`config.mk`:
```
export PLATFORM = sky130hd
export DESIGN_NAME = button_gesture_classifier_unit_flat
export DESIGN_NICKNAME = d
export VERILOG_FILES = /design/src/design/bgc_pkg.sv /design/src/design/bgc_in_if.sv /design/src/design/bgc_out_if.sv /design/src/design/bgc_mode.sv /design/src/design/bgc_pair.sv /design/src/design/bgc_led.sv /design/src/design/button_gesture_classifier_unit.sv /design/src/flat_wrapper.sv
export SDC_FILE = /design/constraint.sdc
export NUM_CORES = 1
export LEC_CHECK = 0
export ABC_AREA = 1
export BUFFER_PORTS_ARGS = -buffer_cell sky130_fd_sc_hd__clkbuf_2
export CORE_MARGIN = 2
export CORE_UTILIZATION = 45
export CTS_CLUSTER_DIAMETER = 50
export DETAILED_ROUTE_END_ITERATION = 6
export GPL_ROUTABILITY_DRIVEN = 0
export PLACE_DENSITY = 0.63
export SLEW_MARGIN = 20
export SYNTH_ARGS = -nofsm -noshare
export SYNTH_HDL_FRONTEND = slang
export SYNTH_SLANG_ARGS = --single-unit
```
`constraint.sdc`:
```
create_clock -name clk -period 8 [get_ports clk]
set_clock_uncertainty 0.2 [all_clocks]
set_input_delay 0.4 -clock clk [delete_from_list [all_inputs] [get_ports clk]]
set_output_delay 0.4 -clock clk [all_outputs]
set_load 0.1 [all_outputs]
```
`src/design/bgc_pkg.sv`:
```
// Shared types, register codes and helper functions of the button gesture classifier.
package bgc_pkg;

  localparam int TickWidth  = 24;
  localparam int LevelWidth = 8;
  localparam int DutyWidth  = 7;
  localparam int BlinkWidth = 9;
  localparam int CfgIdxWidth  = 3;
  localparam int CfgDataWidth = 24;

  localparam logic [TickWidth-1:0]  TickMax  = {TickWidth{1'b1}};
  localparam logic [BlinkWidth-1:0] BlinkMax = {BlinkWidth{1'b1}};
  localparam logic [DutyWidth-1:0]  DutyFull = 7'd100;
  localparam logic [LevelWidth-1:0] RedReset = 8'd255;

  typedef logic [TickWidth-1:0]  tick_t;
  typedef logic [LevelWidth-1:0] level_t;
  typedef logic [DutyWidth-1:0]  duty_t;
  typedef logic [BlinkWidth-1:0] blink_cnt_t;

  typedef enum logic [1:0] {
    EV_NONE   = 2'd0,
    EV_SHORT  = 2'd1,
    EV_DOUBLE = 2'd2,
    EV_LONG   = 2'd3
  } mode_event_t;

  typedef enum logic [CfgIdxWidth-1:0] {
    REG_MODE_LONG = 3'd0,
    REG_MODE_IDLE = 3'd1,
    REG_PAIR_LONG = 3'd2,
    REG_BLINK     = 3'd3,
    REG_RED       = 3'd4,
    REG_GREEN     = 3'd5,
    REG_BLUE      = 3'd6
  } cfg_reg_t;

  typedef struct packed {
    tick_t long_ticks;
    tick_t idle_ticks;
  } mode_cfg_t;

  typedef struct packed {
    level_t period;
    level_t red;
    level_t green;
    level_t blue;
  } led_cfg_t;

  typedef struct packed {
    logic  lit;
    duty_t red;
    duty_t green;
    duty_t blue;
  } led_out_t;

  function automatic tick_t sat_tick(tick_t v);
    return (v == TickMax) ? v : v + tick_t'(1);
  endfunction

  // Inverted duty 100 - level*100/255; the division by 255 uses the
  // reciprocal form (x + (x >> 8) + 1) >> 8, exact for x below 65535.
  function automatic duty_t duty_of(level_t level);
    logic [15:0] prod;
    logic [15:0] quot;
    prod = {8'd0, level} * 16'd100;
    quot = (prod + (prod >> 8) + 16'd1) >> 8;
    return DutyFull - quot[DutyWidth-1:0];
  endfunction

endpackage

```
`src/design/bgc_in_if.sv`:
```
// Input channel interface carrying the three raw button pins of one tick.
interface bgc_in_if;
  logic valid;
  logic ready;
  logic up_pin;
  logic down_pin;
  logic mode_pin;

  modport source (output valid, output up_pin, output down_pin, output mode_pin,
                  input ready);
  modport sink   (input valid, input up_pin, input down_pin, input mode_pin,
                  output ready);
endinterface

```
`src/design/bgc_out_if.sv`:
```
// Output channel interface carrying the classified result of one tick.
interface bgc_out_if;
  logic                 valid;
  logic                 ready;
  logic                 up_pressed;
  logic                 down_pressed;
  logic                 mode_pressed;
  logic [1:0]           mode_event;
  logic                 pair_event;
  logic                 led_lit;
  bgc_pkg::duty_t       red_duty;
  bgc_pkg::duty_t       green_duty;
  bgc_pkg::duty_t       blue_duty;

  modport source (output valid, output up_pressed, output down_pressed,
                  output mode_pressed, output mode_event, output pair_event,
                  output led_lit, output red_duty, output green_duty,
                  output blue_duty, input ready);
  modport sink   (input valid, input up_pressed, input down_pressed,
                  input mode_pressed, input mode_event, input pair_event,
                  input led_lit, input red_duty, input green_duty,
                  input blue_duty, output ready);
endinterface

```
`src/design/bgc_mode.sv`:
```
// Mode button classifier: short, double and long press detection.
module bgc_mode (
  input  logic                 clk,
  input  logic                 rst,
  input  logic                 step,
  input  logic                 mode,
  input  bgc_pkg::mode_cfg_t   cfg,
  output bgc_pkg::mode_event_t mode_event
);

  logic           mode_was_pressed, mode_was_pressed_next;
  logic           long_seen, long_seen_next;
  logic [1:0]     release_count, release_count_next;
  bgc_pkg::tick_t held_elapsed, held_elapsed_next;
  bgc_pkg::tick_t idle_elapsed, idle_elapsed_next;

  always_comb begin
    logic           released;
    logic [1:0]     count_step;
    bgc_pkg::tick_t held_base;
    released   = !mode && mode_was_pressed && !long_seen;
    held_base  = (mode && !mode_was_pressed) ? '0 : bgc_pkg::sat_tick(held_elapsed);
    count_step = (release_count == 2'd3) ? release_count : release_count + 2'd1;

    mode_event            = bgc_pkg::EV_NONE;
    held_elapsed_next     = held_base;
    long_seen_next        = (!mode && mode_was_pressed) ? 1'b0 : long_seen;
    release_count_next    = released ? count_step : release_count;
    idle_elapsed_next     = released ? '0 : bgc_pkg::sat_tick(idle_elapsed);
    mode_was_pressed_next = mode;

    if (mode) begin
      if (held_base > cfg.long_ticks) begin
        mode_event        = bgc_pkg::EV_LONG;
        held_elapsed_next = '0;
        long_seen_next    = 1'b1;
      end
    end else if (release_count_next != 2'd0 && idle_elapsed_next > cfg.idle_ticks) begin
      case (release_count_next)
        2'd1:    mode_event = bgc_pkg::EV_SHORT;
        2'd2:    mode_event = bgc_pkg::EV_DOUBLE;
        default: release_count_next = 2'd0;
      endcase
    end
    if (mode_event != bgc_pkg::EV_NONE) begin
      release_count_next = 2'd0;
    end
  end

  always_ff @(posedge clk) begin
    if (rst) begin
      mode_was_pressed <= 1'b0;
      long_seen        <= 1'b0;
      release_count    <= 2'd0;
      held_elapsed     <= '0;
      idle_elapsed     <= '0;
    end else if (step) begin
      mode_was_pressed <= mode_was_pressed_next;
      long_seen        <= long_seen_next;
      release_count    <= release_count_next;
      held_elapsed     <= held_elapsed_next;
      idle_elapsed     <= idle_elapsed_next;
    end
  end

  a_long_sets_seen: assert property (@(posedge clk) disable iff (rst)
    step && mode_event == bgc_pkg::EV_LONG |=> long_seen && held_elapsed == '0)
    else $error("Long press did not set long_seen and restart the hold counter.");

  a_event_clears_count: assert property (@(posedge clk) disable iff (rst)
    step && mode_event != bgc_pkg::EV_NONE |=> release_count == 2'd0)
    else $error("Mode event did not clear the release count.");

endmodule

```
`src/design/bgc_pair.sv`:
```
// Up plus down pair detector with repeating long press.
module bgc_pair (
  input  logic           clk,
  input  logic           rst,
  input  logic           step,
  input  logic           up,
  input  logic           down,
  input  bgc_pkg::tick_t long_ticks,
  output logic           pair_event
);

  logic           up_was_pressed, down_was_pressed;
  bgc_pkg::tick_t held_elapsed, held_elapsed_next;

  always_comb begin
    bgc_pkg::tick_t held_base;
    held_base = (!up_was_pressed || !down_was_pressed) ? '0
                                                       : bgc_pkg::sat_tick(held_elapsed);
    pair_event        = 1'b0;
    held_elapsed_next = bgc_pkg::sat_tick(held_elapsed);
    if (up && down) begin
      held_elapsed_next = held_base;
      if (held_base > long_ticks) begin
        pair_event        = 1'b1;
        held_elapsed_next = '0;
      end
    end
  end

  always_ff @(posedge clk) begin
    if (rst) begin
      up_was_pressed   <= 1'b0;
      down_was_pressed <= 1'b0;
      held_elapsed     <= '0;
    end else if (step) begin
      up_was_pressed   <= up;
      down_was_pressed <= down;
      held_elapsed     <= held_elapsed_next;
    end
  end

endmodule

```
`src/design/bgc_led.sv`:
```
// Blink divider and inverted PWM duty levels of the status LED.
module bgc_led (
  input  logic              clk,
  input  logic              rst,
  input  logic              step,
  input  logic              clear,
  input  bgc_pkg::led_cfg_t cfg,
  output bgc_pkg::led_out_t led
);

  bgc_pkg::blink_cnt_t blink_count, blink_count_next;
  logic                blink_on, blink_on_next;

  always_comb begin
    bgc_pkg::blink_cnt_t cnt_mid;
    cnt_mid       = blink_count;
    blink_on_next = blink_on;
    if (cfg.period == '0) begin
      blink_on_next = 1'b1;
    end else if (blink_count > {1'b0, cfg.period}) begin
      cnt_mid       = '0;
      blink_on_next = !blink_on;
    end
    blink_count_next = (cnt_mid == bgc_pkg::BlinkMax) ? cnt_mid
                                                      : cnt_mid + bgc_pkg::blink_cnt_t'(1);

    led.lit   = blink_on_next;
    led.red   = blink_on_next ? bgc_pkg::duty_of(cfg.red)   : bgc_pkg::DutyFull;
    led.green = blink_on_next ? bgc_pkg::duty_of(cfg.green) : bgc_pkg::DutyFull;
    led.blue  = blink_on_next ? bgc_pkg::duty_of(cfg.blue)  : bgc_pkg::DutyFull;
  end

  always_ff @(posedge clk) begin
    if (rst) begin
      blink_count <= '0;
      blink_on    <= 1'b1;
    end else if (clear) begin
      blink_count <= '0;
    end else if (step) begin
      blink_count <= blink_count_next;
      blink_on    <= blink_on_next;
    end
  end

endmodule

```
`src/design/button_gesture_classifier_unit.sv`:
```
// Top level of the button gesture classifier: configuration, sub-units and result register.
// Each result is registered in the output register at the clock edge that accepts its input transaction.
// Throughput: one input transaction per cycle while the output side is ready; all work sits between the input
// port and the result register, which is refilled in the same cycle it drains.
// Reset: synchronous active-high rst clears the counters and configuration, sets blink_on and led_cfg.red to
// full and empties the result register; no clearing pass is needed.
module button_gesture_classifier_unit (
  input  logic                                clk,
  input  logic                                rst,
  bgc_in_if.sink                              in_ch,
  bgc_out_if.source                           out_ch,
  input  logic                                cfg_wr_en,
  input  logic [bgc_pkg::CfgIdxWidth-1:0]     cfg_index,
  input  logic [bgc_pkg::CfgDataWidth-1:0]    cfg_data
);

  bgc_pkg::mode_cfg_t   mode_cfg;
  bgc_pkg::tick_t       pair_long_ticks;
  bgc_pkg::led_cfg_t    led_cfg;
  logic                 blink_clear;
  logic                 accept;
  logic                 up, down, mode;
  bgc_pkg::mode_event_t mode_event;
  logic                 pair_event;
  bgc_pkg::led_out_t    led;

  assign up     = !in_ch.up_pin;
  assign down   = !in_ch.down_pin;
  assign mode   = !in_ch.mode_pin;
  assign in_ch.ready = !out_ch.valid || out_ch.ready;
  assign accept = in_ch.valid && in_ch.ready;

  always_ff @(posedge clk) begin
    if (rst) begin
      mode_cfg.long_ticks <= '0;
      mode_cfg.idle_ticks <= '0;
      pair_long_ticks     <= '0;
      led_cfg.period      <= '0;
      led_cfg.red         <= bgc_pkg::RedReset;
      led_cfg.green       <= '0;
      led_cfg.blue        <= '0;
    end else if (cfg_wr_en) begin
      case (cfg_index)
        bgc_pkg::REG_MODE_LONG: mode_cfg.long_ticks <= cfg_data;
        bgc_pkg::REG_MODE_IDLE: mode_cfg.idle_ticks <= cfg_data;
        bgc_pkg::REG_PAIR_LONG: pair_long_ticks     <= cfg_data;
        bgc_pkg::REG_BLINK:     led_cfg.period      <= cfg_data[bgc_pkg::LevelWidth-1:0];
        bgc_pkg::REG_RED:       led_cfg.red         <= cfg_data[bgc_pkg::LevelWidth-1:0];
        bgc_pkg::REG_GREEN:     led_cfg.green       <= cfg_data[bgc_pkg::LevelWidth-1:0];
        bgc_pkg::REG_BLUE:      led_cfg.blue        <= cfg_data[bgc_pkg::LevelWidth-1:0];
        default: ;
      endcase
    end
  end

  always_comb begin
    case (cfg_index)
      bgc_pkg::REG_BLINK, bgc_pkg::REG_RED,
      bgc_pkg::REG_GREEN, bgc_pkg::REG_BLUE: blink_clear = cfg_wr_en;
      default:                               blink_clear = 1'b0;
    endcase
  end

  bgc_mode u_mode (
    .clk        (clk),
    .rst        (rst),
    .step       (accept),
    .mode       (mode),
    .cfg        (mode_cfg),
    .mode_event (mode_event)
  );

  bgc_pair u_pair (
    .clk        (clk),
    .rst        (rst),
    .step       (accept),
    .up         (up),
    .down       (down),
    .long_ticks (pair_long_ticks),
    .pair_event (pair_event)
  );

  bgc_led u_led (
    .clk   (clk),
    .rst   (rst),
    .step  (accept),
    .clear (blink_clear),
    .cfg   (led_cfg),
    .led   (led)
  );

  always_ff @(posedge clk) begin
    if (rst) begin
      out_ch.valid <= 1'b0;
    end else if (accept) begin
      out_ch.valid <= 1'b1;
    end else if (out_ch.ready) begin
      out_ch.valid <= 1'b0;
    end
  end

  always_ff @(posedge clk) begin
    if (accept) begin
      out_ch.up_pressed   <= up;
      out_ch.down_pressed <= down;
      out_ch.mode_pressed <= mode;
      out_ch.mode_event   <= mode_event;
      out_ch.pair_event   <= pair_event;
      out_ch.led_lit      <= led.lit;
      out_ch.red_duty     <= led.red;
      out_ch.green_duty   <= led.green;
      out_ch.blue_duty    <= led.blue;
    end
  end

  a_accept_fills: assert property (@(posedge clk) disable iff (rst)
    accept |=> out_ch.valid)
    else $error("Accepted transaction did not fill the result register.");

  a_long_while_held: assert property (@(posedge clk) disable iff (rst)
    out_ch.valid && out_ch.mode_event == bgc_pkg::EV_LONG |-> out_ch.mode_pressed)
    else $error("Long press reported while the mode button is up.");

  a_short_while_up: assert property (@(posedge clk) disable iff (rst)
    out_ch.valid && (out_ch.mode_event == bgc_pkg::EV_SHORT ||
                     out_ch.mode_event == bgc_pkg::EV_DOUBLE) |-> !out_ch.mode_pressed)
    else $error("Short or double press reported while the mode button is held.");

  a_pair_held: assert property (@(posedge clk) disable iff (rst)
    out_ch.valid && out_ch.pair_event |-> out_ch.up_pressed && out_ch.down_pressed)
    else $error("Pair event reported without both buttons pressed.");

  a_dark_duty: assert property (@(posedge clk) disable iff (rst)
    out_ch.valid && !out_ch.led_lit |-> out_ch.red_duty == bgc_pkg::DutyFull &&
      out_ch.green_duty == bgc_pkg::DutyFull && out_ch.blue_duty == bgc_pkg::DutyFull)
    else $error("LED blinked off but a duty level is not dark.");

endmodule
```
`src/flat_wrapper.sv`:
```
// flat-port wrapper written by rule: the top's interface ports become plain ports
module button_gesture_classifier_unit_flat 
  (clk, rst, cfg_wr_en, cfg_index, cfg_data, in_ch_valid, in_ch_up_pin, in_ch_down_pin, in_ch_mode_pin, in_ch_ready, out_ch_valid, out_ch_up_pressed, out_ch_down_pressed, out_ch_mode_pressed, out_ch_mode_event, out_ch_pair_event, out_ch_led_lit, out_ch_red_duty, out_ch_green_duty, out_ch_blue_duty, out_ch_ready);
  bgc_in_if in_ch_i ();
  bgc_out_if out_ch_i ();
  input  logic clk;
  input  logic rst;
  input  logic cfg_wr_en;
  input  logic [bgc_pkg::CfgIdxWidth-1:0] cfg_index;
  input  logic [bgc_pkg::CfgDataWidth-1:0] cfg_data;
  input wire logic [$bits(in_ch_i.valid)-1:0] in_ch_valid;
  input wire logic [$bits(in_ch_i.up_pin)-1:0] in_ch_up_pin;
  input wire logic [$bits(in_ch_i.down_pin)-1:0] in_ch_down_pin;
  input wire logic [$bits(in_ch_i.mode_pin)-1:0] in_ch_mode_pin;
  output wire logic [$bits(in_ch_i.ready)-1:0] in_ch_ready;
  output wire logic [$bits(out_ch_i.valid)-1:0] out_ch_valid;
  output wire logic [$bits(out_ch_i.up_pressed)-1:0] out_ch_up_pressed;
  output wire logic [$bits(out_ch_i.down_pressed)-1:0] out_ch_down_pressed;
  output wire logic [$bits(out_ch_i.mode_pressed)-1:0] out_ch_mode_pressed;
  output wire logic [$bits(out_ch_i.mode_event)-1:0] out_ch_mode_event;
  output wire logic [$bits(out_ch_i.pair_event)-1:0] out_ch_pair_event;
  output wire logic [$bits(out_ch_i.led_lit)-1:0] out_ch_led_lit;
  output wire logic [$bits(out_ch_i.red_duty)-1:0] out_ch_red_duty;
  output wire logic [$bits(out_ch_i.green_duty)-1:0] out_ch_green_duty;
  output wire logic [$bits(out_ch_i.blue_duty)-1:0] out_ch_blue_duty;
  input wire logic [$bits(out_ch_i.ready)-1:0] out_ch_ready;
  assign in_ch_i.valid = in_ch_valid;
  assign in_ch_i.up_pin = in_ch_up_pin;
  assign in_ch_i.down_pin = in_ch_down_pin;
  assign in_ch_i.mode_pin = in_ch_mode_pin;
  assign in_ch_ready = in_ch_i.ready;
  assign out_ch_valid = out_ch_i.valid;
  assign out_ch_up_pressed = out_ch_i.up_pressed;
  assign out_ch_down_pressed = out_ch_i.down_pressed;
  assign out_ch_mode_pressed = out_ch_i.mode_pressed;
  assign out_ch_mode_event = out_ch_i.mode_event;
  assign out_ch_pair_event = out_ch_i.pair_event;
  assign out_ch_led_lit = out_ch_i.led_lit;
  assign out_ch_red_duty = out_ch_i.red_duty;
  assign out_ch_green_duty = out_ch_i.green_duty;
  assign out_ch_blue_duty = out_ch_i.blue_duty;
  assign out_ch_i.ready = out_ch_ready;
  button_gesture_classifier_unit u_core (.clk(clk), .rst(rst), .in_ch(in_ch_i), .out_ch(out_ch_i), .cfg_wr_en(cfg_wr_en), .cfg_index(cfg_index), .cfg_data(cfg_data));
endmodule
```
## Word level (Yosys, flattened, before mapping)

Index checks and enable logic that the tools add are counted.

| storage, ports and cells | value |
|---|---|
| word-level logic and storage cells | 127 |
| register bits | 221 |
| output and inout port bits | 30 |
| input port bits | 35 |

| cells by class | value |
|---|---|
| magnitude comparators | 4 |
| eq/ne operators | 13 |
| muxes and demuxes | 32 |
| bitwise operators | 1 |
| $add $sub $neg | 14 |
| reductions and logical operators | 33 |
| multiply operators | 3 |

Operators by type and width:

| kind | count |
|---|---|
| $mux W24 | 10 |
| $add A24 B1 Y24 const B | 3 |
| $eq A24 B24 Y1 const B | 3 |
| $gt A24 B24 Y1 | 3 |
| $add A15 B1 Y15 const B | 3 |
| $add A15 B7 Y15 | 3 |
| $mul A8 B5 Y13 const B | 3 |
| $mux W9 | 3 |
| $sub A7 B7 Y7 const A | 3 |
| $mux W2 | 9 |
| $reduce_and A2 Y1 | 8 |
| $add A9 B1 Y9 const B | 1 |
| $eq A3 B3 Y1 const B | 3 |
| $eq A9 B9 Y1 const B | 1 |
| $gt A9 B8 Y1 | 1 |
| $logic_not A1 Y1 | 9 |
| $mux W1 | 9 |
| $logic_not A8 Y1 | 1 |
| $eq A3 B2 Y1 const B | 2 |
| $logic_and A1 B1 Y1 | 6 |
| $reduce_bool A2 Y1 | 3 |
| $eq A2 B2 Y1 const B | 2 |
| $pmux W2 S2 | 1 |
| $reduce_or A2 Y1 | 2 |
| 7 further kinds | 8 |

## Logic depth before layout (Yosys ltp)

| logic depth | value |
|---|---|
| depth in word-level cells | 9 |
| gate-level depth with buffers | 32 |
| depth with buffers taken out | 32 |

## By module

From an unflattened synthesis, not the netlist that was laid out.

| second synthesis, totals | value |
|---|---|
| cells, all modules | 2,687 |
| area, all modules | 17,668.2 µm² |

By module, submodules not included:

| module | times used | area an instance (µm²) | cells an instance |
|---|---|---|---|
| button_gesture_classifier_unit | 1 | 5,054.8 | 633 |
| bgc_mode | 1 | 4,954.8 | 811 |
| bgc_led | 1 | 4,807.1 | 776 |
| bgc_pair | 1 | 2,851.5 | 467 |

## Worst setup path before layout

Ideal clock, no wire load.

| path | value |
|---|---|
| kind | register to register |
| start point | register u_core.led_cfg[10] in the netlist's numbering |
| end point | register u_core.out_ch.green_duty[6] (data pin) |
| period minus slack after synthesis | 4,622 ps |
| arrival time | 4,161 ps |
| setup slack | 3,378 ps |
| stages on the path, launching flop included | 27 |
| path buffers | 0 |
| data required time | 7,539 ps |
| library setup time | 261 ps |
| cells stage by stage | dfxtp_1 > ha_1 > ha_1 > fa_1 > ha_1 > a21oi_1 > nand2_1 > a21oi_1 > xor2_1 > inv_1 > ha_1 > nand2_1 > nand2_1 > inv_1 > nand2_1 > o21ai_0 > a21oi_1 > nand2_1 > nand2_2 > nand2_1 > xor2_2 > ha_1 > nand3b_1 > nand3_1 > nand2_1 > nand2_1 > nand3_1 |

| between the ends | value |
|---|---|
| cells in the longest elaborated chain, start to end | 4 |

RTL lines:

| item | RTL line | source |
|---|---|---|
| start: declaration | button_gesture_classifier_unit.sv:19 | `bgc_pkg::led_cfg_t led_cfg;` |
| $mul A8 B5 Y13 | bgc_pkg.sv:66 | `prod = {8'd0, level} * 16'd100;` |
| $add A15 B7 Y15 | bgc_pkg.sv:67 | `quot = (prod + (prod >> 8) + 16'd1) >> 8;` |
| $add A15 B1 Y15 | bgc_pkg.sv:67 |  |
| $sub A7 B7 Y7 | bgc_pkg.sv:68 | `return DutyFull - quot[DutyWidth-1:0];` |
| end signal: assignment | button_gesture_classifier_unit.sv:111 | `out_ch.green_duty <= led.green;` |
| end: declaration | bgc_out_if.sv:17 | `output led_lit, output red_duty, output green_duty,` |

No other way between the ends.
A chain may end at the register's enable or synchronous reset.

## Worst setup path in the final report

| path | value |
|---|---|
| start point | register u_core.led_cfg[2] in the netlist's numbering |
| end point | register u_core.out_ch.blue_duty[6] (data pin) |

| between the ends | value |
|---|---|
| cells in the longest elaborated chain, start to end | 4 |

RTL lines:

| item | RTL line | source |
|---|---|---|
| $mul A8 B5 Y13 | bgc_pkg.sv:66 |  |
| $add A15 B7 Y15 | bgc_pkg.sv:67 |  |
| $add A15 B1 Y15 | bgc_pkg.sv:67 |  |
| $sub A7 B7 Y7 | bgc_pkg.sv:68 |  |
| end signal: assignment | button_gesture_classifier_unit.sv:112 | `out_ch.blue_duty <= led.blue;` |
| end: declaration | bgc_out_if.sv:18 | `output blue_duty, input ready);` |

No other way between the ends.

==> summary.txt <==
All-Layer GR Usage: 22.0%
Setup crit start: u_core.led_cfg[2]$_SDFFE_PP0P_
setup TNS: 0 ns
wire per inst: 14.6 um
worst path required time: 8.04 ns
status: complete, no violations
clock slew at reported path FFs: 0.06 ns
maximum capacitance violations: 0
Iteration-0 DRC Markers: 852
Yosys warning total: 0
Synth Net Count: 2,451
final hold vios: 0
RSZ-0062 raised after global routing: false
FF+latch count, synth: 221
CTS sink count: 221
Async SR Flop Fraction: 0%
CP peak stage delay: 0.47 ns
Pwr per Cell Area: 214 nW/um^2
synthesized area per cell: 7.05 um^2
Crit Path Max Fanout: 5
hold_sp: out_ch_ready
die footprint: 36,300 um^2
CP max-delay cell: fa_1
Pins Over Slew Limit: 0
n_diodes: 0
R2R cell count: 26
initial antenna violation count: 0
PortBufs: 64
Crit Reg-Reg Startpoint: u_core.led_cfg[2]$_SDFFE_PP0P_
Seq. cell area: 4700 um^2
# rows: 68
Die W: 191 um
CP Buf/Inv Count: 2
normalized max-slew margin: 31.4%
count leader, synth: nand2_1
top cells by area, synth: dfxtp_1 25%, ha_1 15%, nand2_1 9.4%
class of the most critical setup path: register to register
number of flops mapped to enable cells by yosys: 28
Starting Density: 45.6%
TritonCTS clock tree: done
remaining antenna violation count: 0
fill count: 3,417
worst path arrival time: 5.19 ns
Final Cell Area: 17,600 um^2
total wire length: 40.1 mm
endpoint type of the worst setup path: register
most frequent cells after synthesis: 391 x nand2_1, 349 x inv_1, 244 x a21oi_1, 193 x dfxtp_1, 185 x ha_1
router iterations before antenna repair: 7
Worst setup SP type: register
I/O pin count: 65
first-pass GRT wire length: 66.0 mm
Max Freq: 0.194 GHz
vias in the first global route: 13,500
Most Frequent Cell on Critical Path: nand2_1
register area share after synthesis: 30.0%
Worst-Margin Slew: 1.03 ns
Final HPWL DP: 29.6 mm
Top FF cell, synth: dfxtp_1
total chip power: 0.00376 W
via count: 14,600
Yosys top cell area share: 24.7%
Synth cell types: 57
setup violators final: 0
placed inst area: 16,300 um^2
Static Leak: 8.11 nW
Skew-Pair Late Insertion Delay: 0.52 ns
core area: 34,400 um^2
Worst VDD drop: 197 uV
CP Depth: 26
layout cell share with drive strength beyond 1: 8.58%
Top delay family on crit path: adder cells
Hold WC Path Type: input pin to register
multi-input logic area: 9370 um^2
H-tree Lvls: 2
root buffer cell: clkbuf_16
total grt overflow: 0
Mapped Area: 15,700 um^2
vias per cell: 5.30
area leader, netlist: dfxtp_1
Final period util: 64.4%
minimum clock period: 5.15 ns
Syn-to-layout area delta: 12.3%
chip height: 191 um
Min-Delay Path Depth: 4
Synth Instances: 2,222
CTS buffer count: 35
Clock Tree Buf Depth: 3
drc violations: 0
pin count of the biggest net entering global routing: 98
setup slack, reg-to-reg: 2.85 ns
fin nets: 2,497
[layer usage]
metal  GRT usage (%)  vias to the layer above  wire length [um]
met3            2.78                       62              1780
met5               0                        -                 0
li1                -                     7456                 -
met4            6.47                        0               962
met1            29.2                     6757             18600
met2            37.5                      311             18700
[cell families after synthesis]
logic type / share of synthesized area (%)
buf+inv: 10.1
xor+xnor: 3.44
mux: 0.0639
fa+ha+maj: 15.9
compound gates: 15.0
flops: 30.0
simple gates: 25.4
[stage by stage]
step                utilization [%]  cells  hold slack (ns)  worst slack [ns]
global route                   51.1   2750           0.0300              2.44
floorplan                         -   2222            0.233              3.38
finish                         51.1   2750           0.0126              2.85
CTS                            51.1   2749          0.00216              2.88
detailed placement             47.6   2682            0.253              2.92
global placement               47.6   2682            0.248              3.11
[area by class of cell]
class                   count  area share [%]
inverters                 353            7.54
clock inverters            26            1.57
multi-input cells        1582            53.3
flip-flops and latches    221            26.8
clock buffers              38            5.12
well taps                 455            3.24
repair buffers             75            2.45
[worst reg2reg max path, cell delays in order, from the launching register on]
cell and delay [ns]:
dfxtp_1 0.34, ha_1 0.31, ha_1 0.32, fa_1 0.47, ha_1 0.39, a21oi_2 0.18
nand2_1 0.11, a21oi_1 0.19, xor2_1 0.33, inv_1 0.14, ha_1 0.31, nand2_1 0.08
nand3_1 0.09, o22ai_1 0.18, inv_1 0.06, nand2_1 0.08, a21oi_1 0.05, nand2_1 0.07
nand2_2 0.08, nand2_1 0.08, nand2_1 0.09, ha_1 0.21, nand3b_1 0.22, nand2_2 0.12
nand2_1 0.05, nand2_1 0.06, nand3_1 0.06
[where the power goes]
part           switching [W]  internal, W
Sequential         0.0000352      0.00121
Clock               0.000583     0.000958
Combinational       0.000712     0.000270
Total                0.00133      0.00243
[worst paths after layout]
check,end
max,u_core.out_ch.blue_duty[6]$_SDFFCE_PN1P_
min,u_core.out_ch.valid$_SDFFE_PP0P_
max reg2reg,u_core.out_ch.blue_duty[6]$_SDFFCE_PN1P_
min reg2reg,u_core.mode_cfg[6]$_SDFFE_PP0P_
[sequential cells by signal (all words and copies together), names as in the netlist, 2 cells and up]
register                     flops
u_core.led_cfg                  32
u_core.mode_cfg                 48
u_core.out_ch.blue_duty          7
u_core.out_ch.green_duty         7
u_core.out_ch.mode_event         2
u_core.out_ch.red_duty           7
u_core.pair_long_ticks          24
u_core.u_led.blink_count         9
u_core.u_mode.held_elapsed      24
u_core.u_mode.idle_elapsed      24
u_core.u_mode.release_count      2
u_core.u_pair.held_elapsed      24
[cells in the final DEF (no fill, tap or decap), types with 4 or more instances in the layout]
cell and count:
nor2_1 170, a31oi_1 5, nand2_1 390, edfxtp_1 28, nand3b_1 15, o211ai_1 7
bufinv_16 4, clkinv_4 4, a21oi_1 244, nor3_1 22, nor2_2 6, or2_2 9
inv_2 5, clkinv_2 6, ha_1 185, clkbuf_2 64, clkinv_1 5, nand2_2 13
o21ai_0 175, xor2_1 33, nand3_1 160, nor4_1 16, nand4_1 42, xnor2_1 23
fa_1 9, clkbuf_16 35, inv_6 6, dfxtp_1 193, inv_1 345, nor3_2 9
buf_4 7, nand3_2 6
[timing repair]
item	4_1_cts	5_1_grt
hold endpoints to repair	5	0
hold buffers	3	0
resized for setup	0	0
setup buffers	0	0
Power figures use the tool's default switching activity.
